<file path="src/rtl/scbs_pkg.sv">
// ----------------------------------------------------------------------------
// scbs_pkg: shared definitions for the sorted column search block
// Sizes, function codes, register indexes and the request/result structs
// passed between the top level and the search sequencer.
// ----------------------------------------------------------------------------
`default_nettype none

package scbs_pkg;

  // Store geometry
  localparam int ROWS     = 1024;
  localparam int TABLES   = 4;
  localparam int KEY_BITS = 32;

  localparam int ROW_AW   = (ROWS > 1) ? $clog2(ROWS) : 1;
  localparam int TBL_W    = (TABLES > 1) ? $clog2(TABLES) : 1;
  localparam int ADDR_W   = ROW_AW + TBL_W;
  localparam int DEPTH    = TABLES * (1 << ROW_AW);

  // Port field widths
  localparam int FUNC_W   = 2;
  localparam int SEL_W    = 2;
  localparam int CNT_W    = 11;
  localparam int NUM_REGS = 4;
  localparam int CFG_IW   = 2;

  // Function codes
  localparam logic [FUNC_W-1:0] FUNC_WRITE = 2'd0;
  localparam logic [FUNC_W-1:0] FUNC_EXACT = 2'd1;
  localparam logic [FUNC_W-1:0] FUNC_FLOOR = 2'd2;

  // Row count register indexes
  localparam logic [CFG_IW-1:0] REG_ROWS_T0 = 2'd0;
  localparam logic [CFG_IW-1:0] REG_ROWS_T1 = 2'd1;
  localparam logic [CFG_IW-1:0] REG_ROWS_T2 = 2'd2;
  localparam logic [CFG_IW-1:0] REG_ROWS_T3 = 2'd3;

  localparam logic [CNT_W-1:0] ROWS_MAX = CNT_W'(ROWS);

  // Search request from the top level to the sequencer
  typedef struct packed {
    logic                go;
    logic                is_floor;
    logic [SEL_W-1:0]    tbl;
    logic [KEY_BITS-1:0] target;
    logic [CNT_W-1:0]    count;
  } srch_req_t;

  // Finished search result
  typedef struct packed {
    logic             valid;
    logic [CNT_W-1:0] row;
  } srch_res_t;

  // Memory address of a 1-based row in a table
  function automatic logic [ADDR_W-1:0] key_addr(input logic [SEL_W-1:0] tbl,
                                                 input logic [CNT_W-1:0] row);
    logic [CNT_W-1:0] row_m1;
    row_m1 = row - CNT_W'(1);
    return {tbl[TBL_W-1:0], row_m1[ROW_AW-1:0]};
  endfunction

endpackage

`default_nettype wire

</file>
<file path="src/rtl/scbs_seq.sv">
// ----------------------------------------------------------------------------
// scbs_seq: binary search sequencer
// Drives the key memory read port one probe at a time and uses a single
// key comparator for the midpoint probe, the backward step and the forward
// step of the not-greater search.
// ----------------------------------------------------------------------------
`default_nettype none

module scbs_seq (
  input  wire logic                             clk,
  input  wire logic                             rst_n,
  input  wire scbs_pkg::srch_req_t              req,
  input  wire logic                             res_take,
  input  wire logic [scbs_pkg::KEY_BITS-1:0]    rd_data,
  output logic      [scbs_pkg::ADDR_W-1:0]      rd_addr,
  output logic                                  idle,
  output scbs_pkg::srch_res_t                   res
);

  import scbs_pkg::*;

  typedef enum logic [6:0] {
    S_IDLE  = 7'b0000001,
    S_PROBE = 7'b0000010,
    S_CMP   = 7'b0000100,
    S_POST  = 7'b0001000,
    S_BACK  = 7'b0010000,
    S_FWD   = 7'b0100000,
    S_DONE  = 7'b1000000
  } state_t;

  state_t              state_r, state_nxt;
  logic [CNT_W-1:0]    lo_r, lo_nxt;
  logic [CNT_W-1:0]    hi_r, hi_nxt;
  logic [CNT_W-1:0]    mid_r, mid_nxt;
  logic [CNT_W-1:0]    cnt_r, cnt_nxt;
  logic [CNT_W-1:0]    row_r, row_nxt;
  logic [KEY_BITS-1:0] tgt_r, tgt_nxt;
  logic [SEL_W-1:0]    tbl_r, tbl_nxt;
  logic                floor_r, floor_nxt;
  logic                gt_r, gt_nxt;

  logic [CNT_W:0]      mid_sum;
  logic [CNT_W-1:0]    mid_c;
  logic                key_eq;
  logic                key_lt;
  logic                key_gt;

  // Shared key comparator
  assign key_eq = (rd_data == tgt_r);
  assign key_lt = (rd_data < tgt_r);
  assign key_gt = !key_eq && !key_lt;

  // Midpoint of the current window
  assign mid_sum = {1'b0, lo_r} + {1'b0, hi_r};
  assign mid_c   = mid_sum[CNT_W:1];

  // Sequencer
  always_comb begin
    state_nxt = state_r;
    lo_nxt    = lo_r;
    hi_nxt    = hi_r;
    mid_nxt   = mid_r;
    cnt_nxt   = cnt_r;
    row_nxt   = row_r;
    tgt_nxt   = tgt_r;
    tbl_nxt   = tbl_r;
    floor_nxt = floor_r;
    gt_nxt    = gt_r;
    rd_addr   = key_addr(tbl_r, mid_c);

    case (state_r)
      S_IDLE: begin
        if (req.go) begin
          lo_nxt    = CNT_W'(1);
          hi_nxt    = req.count;
          cnt_nxt   = req.count;
          tgt_nxt   = req.target;
          tbl_nxt   = req.tbl;
          floor_nxt = req.is_floor;
          gt_nxt    = 1'b0;
          if (req.count == '0) begin
            row_nxt   = '0;
            state_nxt = S_DONE;
          end else begin
            state_nxt = S_PROBE;
          end
        end
      end
      S_PROBE: begin
        // Issue the midpoint read, or leave when the window is empty
        if (lo_r <= hi_r) begin
          mid_nxt   = mid_c;
          state_nxt = S_CMP;
        end else if (floor_r) begin
          state_nxt = S_POST;
        end else begin
          row_nxt   = '0;
          state_nxt = S_DONE;
        end
      end
      S_CMP: begin
        if (key_eq) begin
          gt_nxt = 1'b0;
          if (floor_r) begin
            state_nxt = S_POST;
          end else begin
            row_nxt   = mid_r;
            state_nxt = S_DONE;
          end
        end else if (key_lt) begin
          gt_nxt    = 1'b0;
          lo_nxt    = mid_r + CNT_W'(1);
          state_nxt = S_PROBE;
        end else begin
          gt_nxt    = 1'b1;
          hi_nxt    = mid_r - CNT_W'(1);
          state_nxt = S_PROBE;
        end
      end
      S_POST: begin
        // Step back past greater keys, or forward over not-greater keys
        if (gt_r) begin
          if (mid_r == CNT_W'(1)) begin
            row_nxt   = '0;
            state_nxt = S_DONE;
          end else begin
            mid_nxt   = mid_r - CNT_W'(1);
            rd_addr   = key_addr(tbl_r, mid_r - CNT_W'(1));
            state_nxt = S_BACK;
          end
        end else if (mid_r < cnt_r) begin
          rd_addr   = key_addr(tbl_r, mid_r + CNT_W'(1));
          state_nxt = S_FWD;
        end else begin
          row_nxt   = mid_r;
          state_nxt = S_DONE;
        end
      end
      S_BACK: begin
        if (key_gt) begin
          state_nxt = S_POST;
        end else begin
          row_nxt   = mid_r;
          state_nxt = S_DONE;
        end
      end
      S_FWD: begin
        if (key_gt) begin
          row_nxt   = mid_r;
          state_nxt = S_DONE;
        end else begin
          mid_nxt   = mid_r + CNT_W'(1);
          state_nxt = S_POST;
        end
      end
      S_DONE: begin
        // Hold the result until the output register takes it
        if (res_take) begin
          state_nxt = S_IDLE;
        end
      end
      default: begin
        state_nxt = S_IDLE;
      end
    endcase
  end

  // Control state
  always_ff @(posedge clk) begin
    if (!rst_n) begin
      state_r <= S_IDLE;
    end else begin
      state_r <= state_nxt;
    end
  end

  // Search datapath
  always_ff @(posedge clk) begin
    lo_r    <= lo_nxt;
    hi_r    <= hi_nxt;
    mid_r   <= mid_nxt;
    cnt_r   <= cnt_nxt;
    row_r   <= row_nxt;
    tgt_r   <= tgt_nxt;
    tbl_r   <= tbl_nxt;
    floor_r <= floor_nxt;
    gt_r    <= gt_nxt;
  end

  assign idle      = (state_r == S_IDLE);
  assign res.valid = (state_r == S_DONE);
  assign res.row   = row_r;

endmodule

`default_nettype wire
</file>
<file path="config.mk">
export PLATFORM = sky130hd
export DESIGN_NAME = scbs_seq
export DESIGN_NICKNAME = d
export VERILOG_FILES = /design/src/rtl/scbs_pkg.sv /design/src/rtl/scbs_seq.sv
export SDC_FILE = /design/constraint.sdc
export NUM_CORES = 1
export LEC_CHECK = 0
export ABC_CLOCK_PERIOD_IN_PS = 2900
export BUFFER_PORTS_ARGS = -buffer_cell sky130_fd_sc_hd__buf_2
export CORE_UTILIZATION = 52
export CTS_BUF_LIST = sky130_fd_sc_hd__clkbuf_4 sky130_fd_sc_hd__clkbuf_8 sky130_fd_sc_hd__clkbuf_16
export DETAILED_ROUTE_END_ITERATION = 7
export PLACE_DENSITY_LB_ADDON = 0.15
export SLEW_MARGIN = 30
export SYNTH_ARGS = -nofsm -noshare
export SYNTH_HDL_FRONTEND = slang
export SYNTH_SLANG_ARGS = --single-unit
</file>
<file path="constraint.sdc">
create_clock -name clk -period 2.9 [get_ports clk]
set_input_delay 0.145 -clock clk [delete_from_list [all_inputs] [get_ports clk]]
set_output_delay 0.145 -clock clk [all_outputs]
set_load 0.02 [all_outputs]
</file>
==> metrics <==
Initial Utilization 53.2%; Worst Hold Class input pin to flop; Clock Path Buffers 2; Initial DRC Count 397; final setup margin -0.342 ns; GRT Total Usage 30.7%; number of synthesized register bits 98; crit path cell chain ha_4 -> fa_2 -> nor2b_4 -> o211ai_1 -> nand3b_1 -> xnor2_2 -> nor2_4 -> nand4b_1 -> xnor2_1 -> a221o_1 -> buf_6; Post-Synthesis Cells 664; post-route insts no fill 1059; WL final 19.9 mm; Port Buffers 106; Post-layout nets 1037; io pins 107; RSZ-0062 raised after global routing true; Highest Clock Rate 0.308 GHz; H-tree Lvls 3; Worst Path Arrival 3.10 ns; most common cell in the netlist edfxtp_1; Avg Synthesized Cell Area 10.1 sq um; Netlist cell types 70; TritonRoute pass-1 iters 6; Die ar. 0.0133 sq mm; TritonCTS Buffers 9; failing checks setup timing; crit path time final 3.24 ns; Reg clk slew, reported paths 0.06 ns; Tcrit/Tclk final 112%; via count of the first global-routing pass 6093; Yosys warning count 0; routed wl met3 1.47 mm; Synth Flop Type edfxtp_1; FP Rows 41; clk root buf clkbuf_16; final number of hold-violating endpoints 0; worst slew pin tran 0.624 ns; Fin Setup TNS -1.70 ns; fraction of registers with async set or reset after synthesis 0%; initial antenna violation count 0; M1 wire length 8.15 mm; Cell Pwr Density 949 mW/mm^2; Mapped Nets 818; post-synthesis cell area 0.00669 sq mm; post-synth top area share 40.9%; max cap viols 0; Vias/cell 5.68; Area contributors post-synth edfxtp_1 41%, ha_1 13%, xnor2_1 4.2%; Startpoint Class flop; Sink Count 98; Met2 Wirelength 9.51 mm; clock skew 0.00918 ns; die extent in x 115 um; Max-slew headroom 58.2%; WS Path Type flop to output port; antenna-violating nets left 0; total design power 8.66 mW; Wirelength per Cell 18.8 um; placed cells 982; Antenna diodes 0; top layer reached by signal wires met4; GPL Wtd Cong 0.954; max incr delay on CP 0.43 ns; Slew Limit Fails 0; most frequent cells after synthesis 91 x edfxtp_1, 71 x ha_1, 70 x inv_1; CTS tree yes; outcome finished, violations left; slowest stage cell, crit path edfxtp_1; area leader, netlist edfxtp_1; Die Ht 115 um; Post-route DRC 0; Syn-to-layout area delta 36.4%; Final HPWL DP 14.1 mm; vias 6012; Leak 3.88 nW; Core Area 0.0126 sq mm; Worst EP required 2.76 ns; share of cells above drive strength 1 31.0%; total congestion overflow 0; first-pass GRT wire length 30.5 mm; sequential fraction of the synthesis area 43.0%; number of flops mapped to enable cells by yosys 91; largest net degree at the start of global routing 37; Peak VDD IR 0.562 mV; worst skew pair latency 0.35 ns; Worst Path Max Fanout 4; final setup fails 17; final core utilization 72.6%; Setup crit end kind output port
==> critical path: cells and delay by family, from the launching register on <==
kind                     cells  cell delay, ns
AO/OA/AOI/OAI                2            0.63
XOR/XNOR                     2            0.38
adder cells (fa/ha/maj)      2            0.56
buffers and inverters        1            0.14
flip-flops                   1            0.43
AND/OR/NAND/NOR              4            0.60
==> worst paths after layout <==
path | start | cells past startpoint | to | slack [ns]
worst max-delay path | lo_r[0]$_SDFFCE_PN1P_ | 11 | rd_addr[9] | -0.34
worst min register to register | floor_r$_DFFE_PP_ | 2 | state_r[3]$_SDFFE_PN0P_ | 0.61
worst min-delay path | req[8] | 1 | cnt_r[8]$_DFFE_PP_ | 0.01
worst max register to register | tgt_r[10]$_DFFE_PP_ | 11 | row_r[7]$_DFFE_PP_ | -0.04
==> kinds of logic after synthesis <==
kind of cell	after synthesis	share of synthesized area (%)
flops	98	43.0
compound gates	151	15.6
buf+inv	92	5.31
simple gates	201	15.8
xor+xnor	47	6.27
mux	3	0.449
fa+ha+maj	72	13.6
==> cell type report <==
cell class              instances  area, sq um
fillers                       893         3440
multi-input cells             474         3840
inverters                      72          274
clock buffers                  10          233
flip-flops and latches         98         2870
repair buffers                228         1640
clock inverters                 5         56.3
well taps                     172          215
==> flip-flops by register name, summed over array words and instances, names as in the netlist <==
name     cells
hi_r        11
mid_r       11
floor_r      1
tbl_r        2
tgt_r       32
state_r      7
lo_r        11
gt_r         1
cnt_r       11
row_r       11
==> layer usage <==
| metal | track usage (%) | vias up |
|---|---|---|
| met1 | 37.8 | 2836 |
| li1 | - | 2856 |
| met3 | 5.96 | 54 |
| met5 | 0 | - |
| met4 | 15.7 | 0 |
| met2 | 51.1 | 266 |
==> stage by stage <==
stage	setup WS, ns	area [sq um]	hold slack [ns]
4_1_cts	-0.298	8810	0.00102
6_report	-0.342	9130	0.00951
3_3_place_gp	-0.0648	7850	0.321
2_1_floorplan	0.00961	6710	0.221
3_5_place_dp	-0.0712	7850	0.323
5_1_grt	-0.501	9130	0.00957
==> power breakdown <==
group / switching (mW) / leakage [nW] / internal, mW
Sequential: 0.203 / 0.916 / 2.13
Combinational: 2.83 / 2.82 / 2.29
Clock: 0.538 / 0.143 / 0.673
Total: 3.58 / 3.88 / 5.08
==> layout by cell type, fill, tap and decap left out, types with 8 or more instances in the layout <==
| cell type | Yosys | routed |
|---|---|---|
| buf_2 | 8 | 97 |
| a21oi_1 | 32 | 26 |
| nand4_1 | 11 | 11 |
| ha_1 | 71 | 63 |
| edfxtp_1 | 91 | 91 |
| o22ai_1 | 9 | 9 |
| inv_1 | 70 | 66 |
| o21ai_0 | 34 | 27 |
| buf_4 | 0 | 82 |
| nand2_1 | 37 | 37 |
| nor2b_1 | 19 | 17 |
| nor2_1 | 50 | 45 |
| xor2_1 | 14 | 13 |
| dlygate4sd3_1 | 0 | 39 |
| nand3_1 | 19 | 16 |
| a21o_1 | 8 | 8 |
| clkbuf_16 | 0 | 10 |
| xnor2_1 | 32 | 29 |
==> repair_timing <==
item	4_1_cts	5_1_grt
pin swaps	24	29
hold buffers	39	0
buffers inserted	14	8
resized for setup	43	49
endpoints found under the setup margin	21	22
endpoints found under the hold margin	39	0
cloned	0	1
Power figures use the tool's default switching activity.
