## config.mk

```make
export PLATFORM = sky130hd
export DESIGN_NAME = scbs_cfg
export DESIGN_NICKNAME = d
export VERILOG_FILES = /design/src/rtl/scbs_pkg.sv /design/src/rtl/scbs_cfg.sv
export SDC_FILE = /design/constraint.sdc
export NUM_CORES = 1
export LEC_CHECK = 0
export ABC_AREA = 1
export BUFFER_PORTS_ARGS = -buffer_cell sky130_fd_sc_hd__buf_2
export CAP_MARGIN = 20
export CORE_UTILIZATION = 40
export DETAILED_ROUTE_END_ITERATION = 12
export PLACE_DENSITY_LB_ADDON = 0.12
export SETUP_SLACK_MARGIN = 0.05
export SLEW_MARGIN = 20
export SYNTH_ARGS = -nofsm -noshare
export SYNTH_HDL_FRONTEND = slang
export SYNTH_SLANG_ARGS = --single-unit
```

## constraint.sdc

```tcl
create_clock -name clk -period 1.5 [get_ports clk]
set_input_delay 0.225 -clock clk [delete_from_list [all_inputs] [get_ports clk]]
set_output_delay 0.225 -clock clk [all_outputs]
set_load 0.005 [all_outputs]
```

## src/rtl/scbs_pkg.sv

```systemverilog
// ----------------------------------------------------------------------------
// scbs_pkg: shared definitions for the sorted column search block
// Sizes, function codes, register indexes and the request/result structs
// passed between the top level and the search sequencer.
// ----------------------------------------------------------------------------
`default_nettype none

package scbs_pkg;

  // Store geometry
  localparam int ROWS     = 1024;
  localparam int TABLES   = 4;
  localparam int KEY_BITS = 32;

  localparam int ROW_AW   = (ROWS > 1) ? $clog2(ROWS) : 1;
  localparam int TBL_W    = (TABLES > 1) ? $clog2(TABLES) : 1;
  localparam int ADDR_W   = ROW_AW + TBL_W;
  localparam int DEPTH    = TABLES * (1 << ROW_AW);

  // Port field widths
  localparam int FUNC_W   = 2;
  localparam int SEL_W    = 2;
  localparam int CNT_W    = 11;
  localparam int NUM_REGS = 4;
  localparam int CFG_IW   = 2;

  // Function codes
  localparam logic [FUNC_W-1:0] FUNC_WRITE = 2'd0;
  localparam logic [FUNC_W-1:0] FUNC_EXACT = 2'd1;
  localparam logic [FUNC_W-1:0] FUNC_FLOOR = 2'd2;

  // Row count register indexes
  localparam logic [CFG_IW-1:0] REG_ROWS_T0 = 2'd0;
  localparam logic [CFG_IW-1:0] REG_ROWS_T1 = 2'd1;
  localparam logic [CFG_IW-1:0] REG_ROWS_T2 = 2'd2;
  localparam logic [CFG_IW-1:0] REG_ROWS_T3 = 2'd3;

  localparam logic [CNT_W-1:0] ROWS_MAX = CNT_W'(ROWS);

  // Search request from the top level to the sequencer
  typedef struct packed {
    logic                go;
    logic                is_floor;
    logic [SEL_W-1:0]    tbl;
    logic [KEY_BITS-1:0] target;
    logic [CNT_W-1:0]    count;
  } srch_req_t;

  // Finished search result
  typedef struct packed {
    logic             valid;
    logic [CNT_W-1:0] row;
  } srch_res_t;

  // Memory address of a 1-based row in a table
  function automatic logic [ADDR_W-1:0] key_addr(input logic [SEL_W-1:0] tbl,
                                                 input logic [CNT_W-1:0] row);
    logic [CNT_W-1:0] row_m1;
    row_m1 = row - CNT_W'(1);
    return {tbl[TBL_W-1:0], row_m1[ROW_AW-1:0]};
  endfunction

endpackage

`default_nettype wire

```

## src/rtl/scbs_cfg.sv

```systemverilog
// ----------------------------------------------------------------------------
// scbs_cfg: row count registers
// Holds the per-table row counts and returns the saturated count of the
// selected table; a table outside the store reads as empty.
// ----------------------------------------------------------------------------
`default_nettype none

module scbs_cfg (
  input  wire logic                          clk,
  input  wire logic                          rst_n,
  input  wire logic                          wr_en,
  input  wire logic [scbs_pkg::CFG_IW-1:0]   wr_index,
  input  wire logic [scbs_pkg::CNT_W-1:0]    wr_data,
  input  wire logic [scbs_pkg::SEL_W-1:0]    sel,
  output logic      [scbs_pkg::CNT_W-1:0]    count
);

  import scbs_pkg::*;

  logic [CNT_W-1:0] rows_r [NUM_REGS];
  logic [CNT_W-1:0] raw;

  // Store a count on each write transfer
  always_ff @(posedge clk) begin
    if (!rst_n) begin
      for (int i = 0; i < NUM_REGS; i++) begin
        rows_r[i] <= '0;
      end
    end else if (wr_en && (int'(wr_index) < NUM_REGS)) begin
      rows_r[wr_index] <= wr_data;
    end
  end

  // Select and saturate
  always_comb begin
    raw = '0;
    if ((int'(sel) < TABLES) && (int'(sel) < NUM_REGS)) begin
      raw = rows_r[sel];
    end
    count = (raw > ROWS_MAX) ? ROWS_MAX : raw;
  end

endmodule

`default_nettype wire

```

==> out/qor.yml, run 1 <==
outcome: "complete, but fails checks"
violations: "negative setup slack"
synthTopCellsByArea: "edfxtp_1 (64%), nand2_1 (11%), nor2_1 (6.6%)"
crit_slowest_cell: "edfxtp_1"
synth_compound_area_share_pct: 3.47
yosysTopAreaCell: "edfxtp_1"
cts_tree: "yes"
grt_usage_pct: 20.1
final.min_clock_period_ps: 1840
die-area_mm2: 0.00544
hold_viol_final: 0
placed_area_mm2: 0.00244
yosysWarnings: 0
numCtsBuffers: 5
grt-busiest-layer: "met2"
p_leak_nw: 1.16
arrival_ps: 1620
slowest_delay_ps: 380
maxSlewHeadroom_pct: 87.3
root_buffer: "clkbuf_8"
cts_sinks: 44
wire_per_inst_um: 14.3
largest_reg_flops: 44
syn-num-nets: 236
pin_count: 29
cts_buffer_depth: 2
worst-path-max-fanout: 5
fp.dieH_um: 73.7
irDropWorstVdd_mv: 0.505
synth_cell_types: 14
synth_fa_ha_area_share_pct: 0
layout-drive-gt1-share_pct: 34.1
htreeDepth: 2
crit_path_frequent_cell: "nand2_2"
ant_nets: 0
hp-class: "in2reg"
yosysMostFrequentCell: "nand2_1"
ys_ff_latch: 44
nets: 290
post-route-period-util_pct: 123
largest_register: "rows_r"
drt_iter0_markers: 117
grt_start_max_net_pins: 23
vias: 1646
antenna_found_initial: 0
fmax_mhz: 543
ys_dominant_reg_cell: "edfxtp_1"
wl_um: 4850
port_buffers: 28
clkTransAtPathRegs_ps: 80
tns_ps: -2940
synthMuxAreaShare_pct: 0
design_area_mm2: 0.00271
grt_pass1_wl_um: 7840
rows: 25
path_cells: "nand2_1 > nand3_2 > nand2_2 > nand2_2 > nor2_4 > nand3_4 > a21oi_2 > buf_2"
crit_required_ps: 1270
fin_ws_ps: -343
start_kind: "register"
start_util_pct: 42.5
gp_congestion: 0.757
dieWidth_um: 73.7
reg_top3: "rows_r x44"
first_pass_iters: 4
synth_top_family_by_area: "simple AND/OR/NAND/NOR gates"
syn_area_mm2: 0.00206
synthCells: 218
synth_edf_count: 44
rsz0062_at_grt: "true"
diodes: 0
worstSetupPathType: "reg2out"
synth-xor-area-share_pct: 0
coreArea_mm2: 0.00485
yosys-top-cells-count: "nand2_1 (62), edfxtp_1 (44), nor2_1 (36)"
grt_pass1_vias: 1608
setup_viol_count_final: 10
post-dp-hpwl_um: 3100
end_kind: "primary output"
syn_area_per_cell_um2: 9.44
tightest_slew_ps: 190
power.density_mw_per_mm2: 1040
syn_to_final_growth_pct: 31.8
synth-seq-area-share_pct: 64.2
drc: 0
use_met3_pct: 2.88
routed_via_density: 4.84
use_met2_pct: 33.2
slew_violations: 0
yosys.area.top_type_share_pct: 64.2
maxCapViolations: 0
synthSimpleGateAreaFrac_pct: 27.1
grtUsageMet1_pct: 27.0
grt_overflow: 0
async_flop_share_pct: 0
final timing paths:
kind	from	end	cells past startpoint
max	rows_r[2][1]	count[3]	8
min	wr_data[0]	rows_r[3][0]	3
worst max-delay path, delay by kind of cell, from the launching register on:
family                 cells  cell delay [ps]
AO/OA/AOI/OAI              1              190
buffers and inverters      1              130
flip-flops                 1              380
AND/OR/NAND/NOR            6              630
timing repair:
item,CTS,global route
endpoints found under the setup margin,11,11
hold endpoints to repair,0,0
gates cloned,2,0
setup buffers,4,1
pin swaps,12,14
gates resized for setup,21,12
hold buffers,0,0
power breakdown:
part	total (mW)	internal, mW	switching [mW]	leakage (nW)
clock network	0.891	0.493	0.399	0.0541
logic	0.464	0.204	0.260	0.674
registers	1.47	1.45	0.0270	0.428
per-stage QoR:
step	total power, mW	cells	hold slack [ps]	worst slack (ps)	utilization (%)
6_report	2.83	340	273	-343	55.9
5_1_grt	2.94	340	280	-443	55.9
4_1_cts	2.82	339	267	-343	54.9
3_5_place_dp	1.88	325	569	-289	50.2
3_3_place_gp	1.88	325	566	-266	50.2
2_1_floorplan	1.69	218	468	122	-
area by class of cell:
class                   count  area, um2
clock inverters             3       42.5
multi-input cells         148        734
repair buffers             58        400
fillers                   439       2140
clock buffers               5       68.8
flip-flops and latches     44       1320
inverters                  15       61.3
well taps                  67       83.8
layout by cell type (no fill, tap or decap), types with 2 or more instances in the layout:
cell,Yosys,layout
inv_1,14,14
nand2_1,62,53
nor2_1,36,35
nand2_2,0,9
nor2_4,0,2
nand3_2,0,5
nor3_1,11,11
o21ai_2,0,2
nand3_1,21,17
buf_6,0,2
a21oi_1,10,5
buf_2,5,27
edfxtp_1,44,44
buf_4,0,27
a21oi_2,0,4
clkbuf_8,0,5
buf_12,0,2
routing by layer:
metal / up-vias / part of all wire (%)
li1: 831 / -
met1: 762 / 44
met2: 46 / 49
met3: 7 / 5.1
met4: 0 / 1.4
met5: - / 0
logic make-up after synthesis:
family	count (synthesis)
compound gates	14
buf+inv	27
flops	44
simple gates	133
No activity file was read; power rests on OpenSTA's default activity.
==> run 2, diff against run 1 <==
--- a/config.mk
+++ b/config.mk
@@ -5,10 +5,10 @@
 export SDC_FILE = /design/constraint.sdc
 export NUM_CORES = 1
 export LEC_CHECK = 0
-export ABC_AREA = 1
 export BUFFER_PORTS_ARGS = -buffer_cell sky130_fd_sc_hd__buf_2
 export CAP_MARGIN = 20
 export CORE_UTILIZATION = 40
+export CTS_BUF_LIST = sky130_fd_sc_hd__clkbuf_4 sky130_fd_sc_hd__clkbuf_8 sky130_fd_sc_hd__clkbuf_16
 export DETAILED_ROUTE_END_ITERATION = 12
 export PLACE_DENSITY_LB_ADDON = 0.12
 export SETUP_SLACK_MARGIN = 0.05
==> constraint.sdc (replaced) <==
create_clock -name clk -period 2.3 [get_ports clk]
set_input_delay 0.345 -clock clk [delete_from_list [all_inputs] [get_ports clk]]
set_output_delay 0.345 -clock clk [all_outputs]
set_load 0.005 [all_outputs]
==> run 2 against run 1 <==
The run now ends clean; total power decreased by 38%; sequential power decreased by 35%; wire length decreased by 19%; die area increased by 1.2%; count of clock-buffer cells in the layout increased by 1; worst hold slack improved by 84 ps; area after synthesis increased by 1.2%; worst setup slack improved by 560 ps; critical path type unchanged; largest cell class unchanged; largest power group unchanged.
==> out/qor.yml, run 2 <==
outcome: "completed"
crit_slowest_cell: "mux4_2"
wl_um: 3930
layout-drive-gt1-share_pct: 40.5
crit_required_ps: 1960
post-route-period-util_pct: 90.4
power.density_mw_per_mm2: 720
cts_tree: "yes"
slowest_delay_ps: 740
ant_nets: 0
worstSetupPathType: "reg2out"
grt_overflow: 0
grt_usage_pct: 16.9
setup_viol_count_final: 0
nets: 180
yosysTopAreaCell: "edfxtp_1"
p_leak_nw: 0.976
die-area_mm2: 0.00550
yosys.area.top_type_share_pct: 63.4
whs_ps: 357
end_kind: "primary output"
grt_pass1_vias: 1233
routed_via_density: 5.01
yosysWarnings: 0
worst-path-buf-inv: 1
nFillCells: 456
syn_area_mm2: 0.00208
synthTopCellsByArea: "edfxtp_1 (63%), mux4_2 (12%), and2_1 (9.9%)"
path_cells: "mux4_2 > nor2b_4 > buf_2"
wire_per_inst_um: 17.1
ys_ff_latch: 44
final_cell_mix: "edfxtp_1 (44), and2_1 (33), buf_2 (28), mux4_2 (11), and3_1 (11)"
start_kind: "register"
coreArea_mm2: 0.00488
drt_iter0_markers: 94
tightest_slew_ps: 570
tns_ps: 0
design_area_mm2: 0.00244
syn_to_final_growth_pct: 17.1
synth_cell_types: 15
crit_family: "multiplexers"
synth-seq-area-share_pct: 63.4
numCtsBuffers: 5
vias: 1152
yosys-top-cells-count: "edfxtp_1 (44), and2_1 (33), and3_1 (11), mux4_2 (11), nor2b_4 (9)"
synth_edf_count: 44
diodes: 0
dieWidth_um: 74.2
cts_resized: 0
post-cts-setup-buffer-count: 0
grt_pass1_wl_um: 6400
clkTransAtPathRegs_ps: 80
drc: 0
antenna_found_initial: 0
placed_area_mm2: 0.00233
largest_register: "rows_r"
final_util_pct: 50.0
largest_reg_flops: 44
pin_count: 29
rsz0062_at_grt: "false"
slew_violations: 0
hp-class: "in2reg"
start_util_pct: 42.7
htreeDepth: 2
irDropWorstVdd_mv: 0.398
mostFrequentLayoutCell: "edfxtp_1"
gp_congestion: 0.698
syn-num-nets: 144
final.min_clock_period_ps: 2080
async_flop_share_pct: 0
first_pass_iters: 4
cts_buffer_depth: 2
post-dp-hpwl_um: 2550
fp.dieH_um: 74.2
root_buffer: "clkbuf_8"
fmax_mhz: 481
maxSlewHeadroom_pct: 61.9
grt_start_max_net_pins: 19
hold_viol_final: 0
cts_sinks: 44
maxCapViolations: 0
reg_top3: "rows_r x44"
arrival_ps: 1730
synthCells: 126
cts_hold_buf: 0
port_buffers: 28
rows: 25
yosysMostFrequentCell: "edfxtp_1"
p_total_mw: 1.76
ys_dominant_reg_cell: "edfxtp_1"
syn_area_per_cell_um2: 16.5
worst-path-max-fanout: 11
==> run 2: cell types whose count changed after synthesis, sizes merged, moves of 10 or more <==
cell,change
nor3,-11
inv,-15
a21oi,-10
and3,+11
and2,+33
nand2,-60
nand3,-21
nor2b,+10
nor2,-38
mux4,+11
==> run 2: per-layer routing <==
metal	part of all wire [%]	GRT usage, %	up-vias
met3	4.2	4.07	4
met5	0	0	-
li1	-	-	541
met1	45	21.9	579
met4	0.87	5.13	0
met2	50	28.1	28
==> run 2: final timing paths <==
check	startpoint	endpoint	slack (ps)	cells past startpoint
worst max-delay path	rows_r[0][10]	count[6]	220	3
worst min-delay path	wr_data[2]	rows_r[0][2]	360	2
==> run 2: area by class of cell <==
cell class	instances	area [um2]	area share (%)
clock buffer	6	76.3	3.13
clock inverter	2	35.0	1.44
multi-input combinational	74	716	29.3
sequential	44	1320	54.2
tap	67	83.8	3.44
timing repair buffer	37	208	8.51
==> run 2: metrics by stage <==
stage                     instances  setup WS [ps]
after CTS                       230            212
after global placement          222            252
after global routing            230            146
final                           230            221
after floorplan                 126            694
after detailed placement        222            242
==> run 2: cell families (layout without fill, tap and decap cells) <==
| logic type | Yosys count | count (layout) | share of synthesized area [%] |
|---|---|---|---|
| DFF | 44 | 44 | 63.4 |
| muxes | 11 | 11 | 11.9 |
| AOI/OAI and AO/OA | 1 | 1 | 0.240 |
| and+or+nand+nor | 62 | 62 | 22.2 |
| buffers and inverters | 8 | 45 | 2.22 |
==> run 2: where the power goes <==
part | switching [mW] | internal (mW) | total, mW
logic | 0.102 | 0.114 | 0.217
registers | 0.0137 | 0.944 | 0.958
clock network | 0.249 | 0.334 | 0.583
total | 0.365 | 1.39 | 1.76
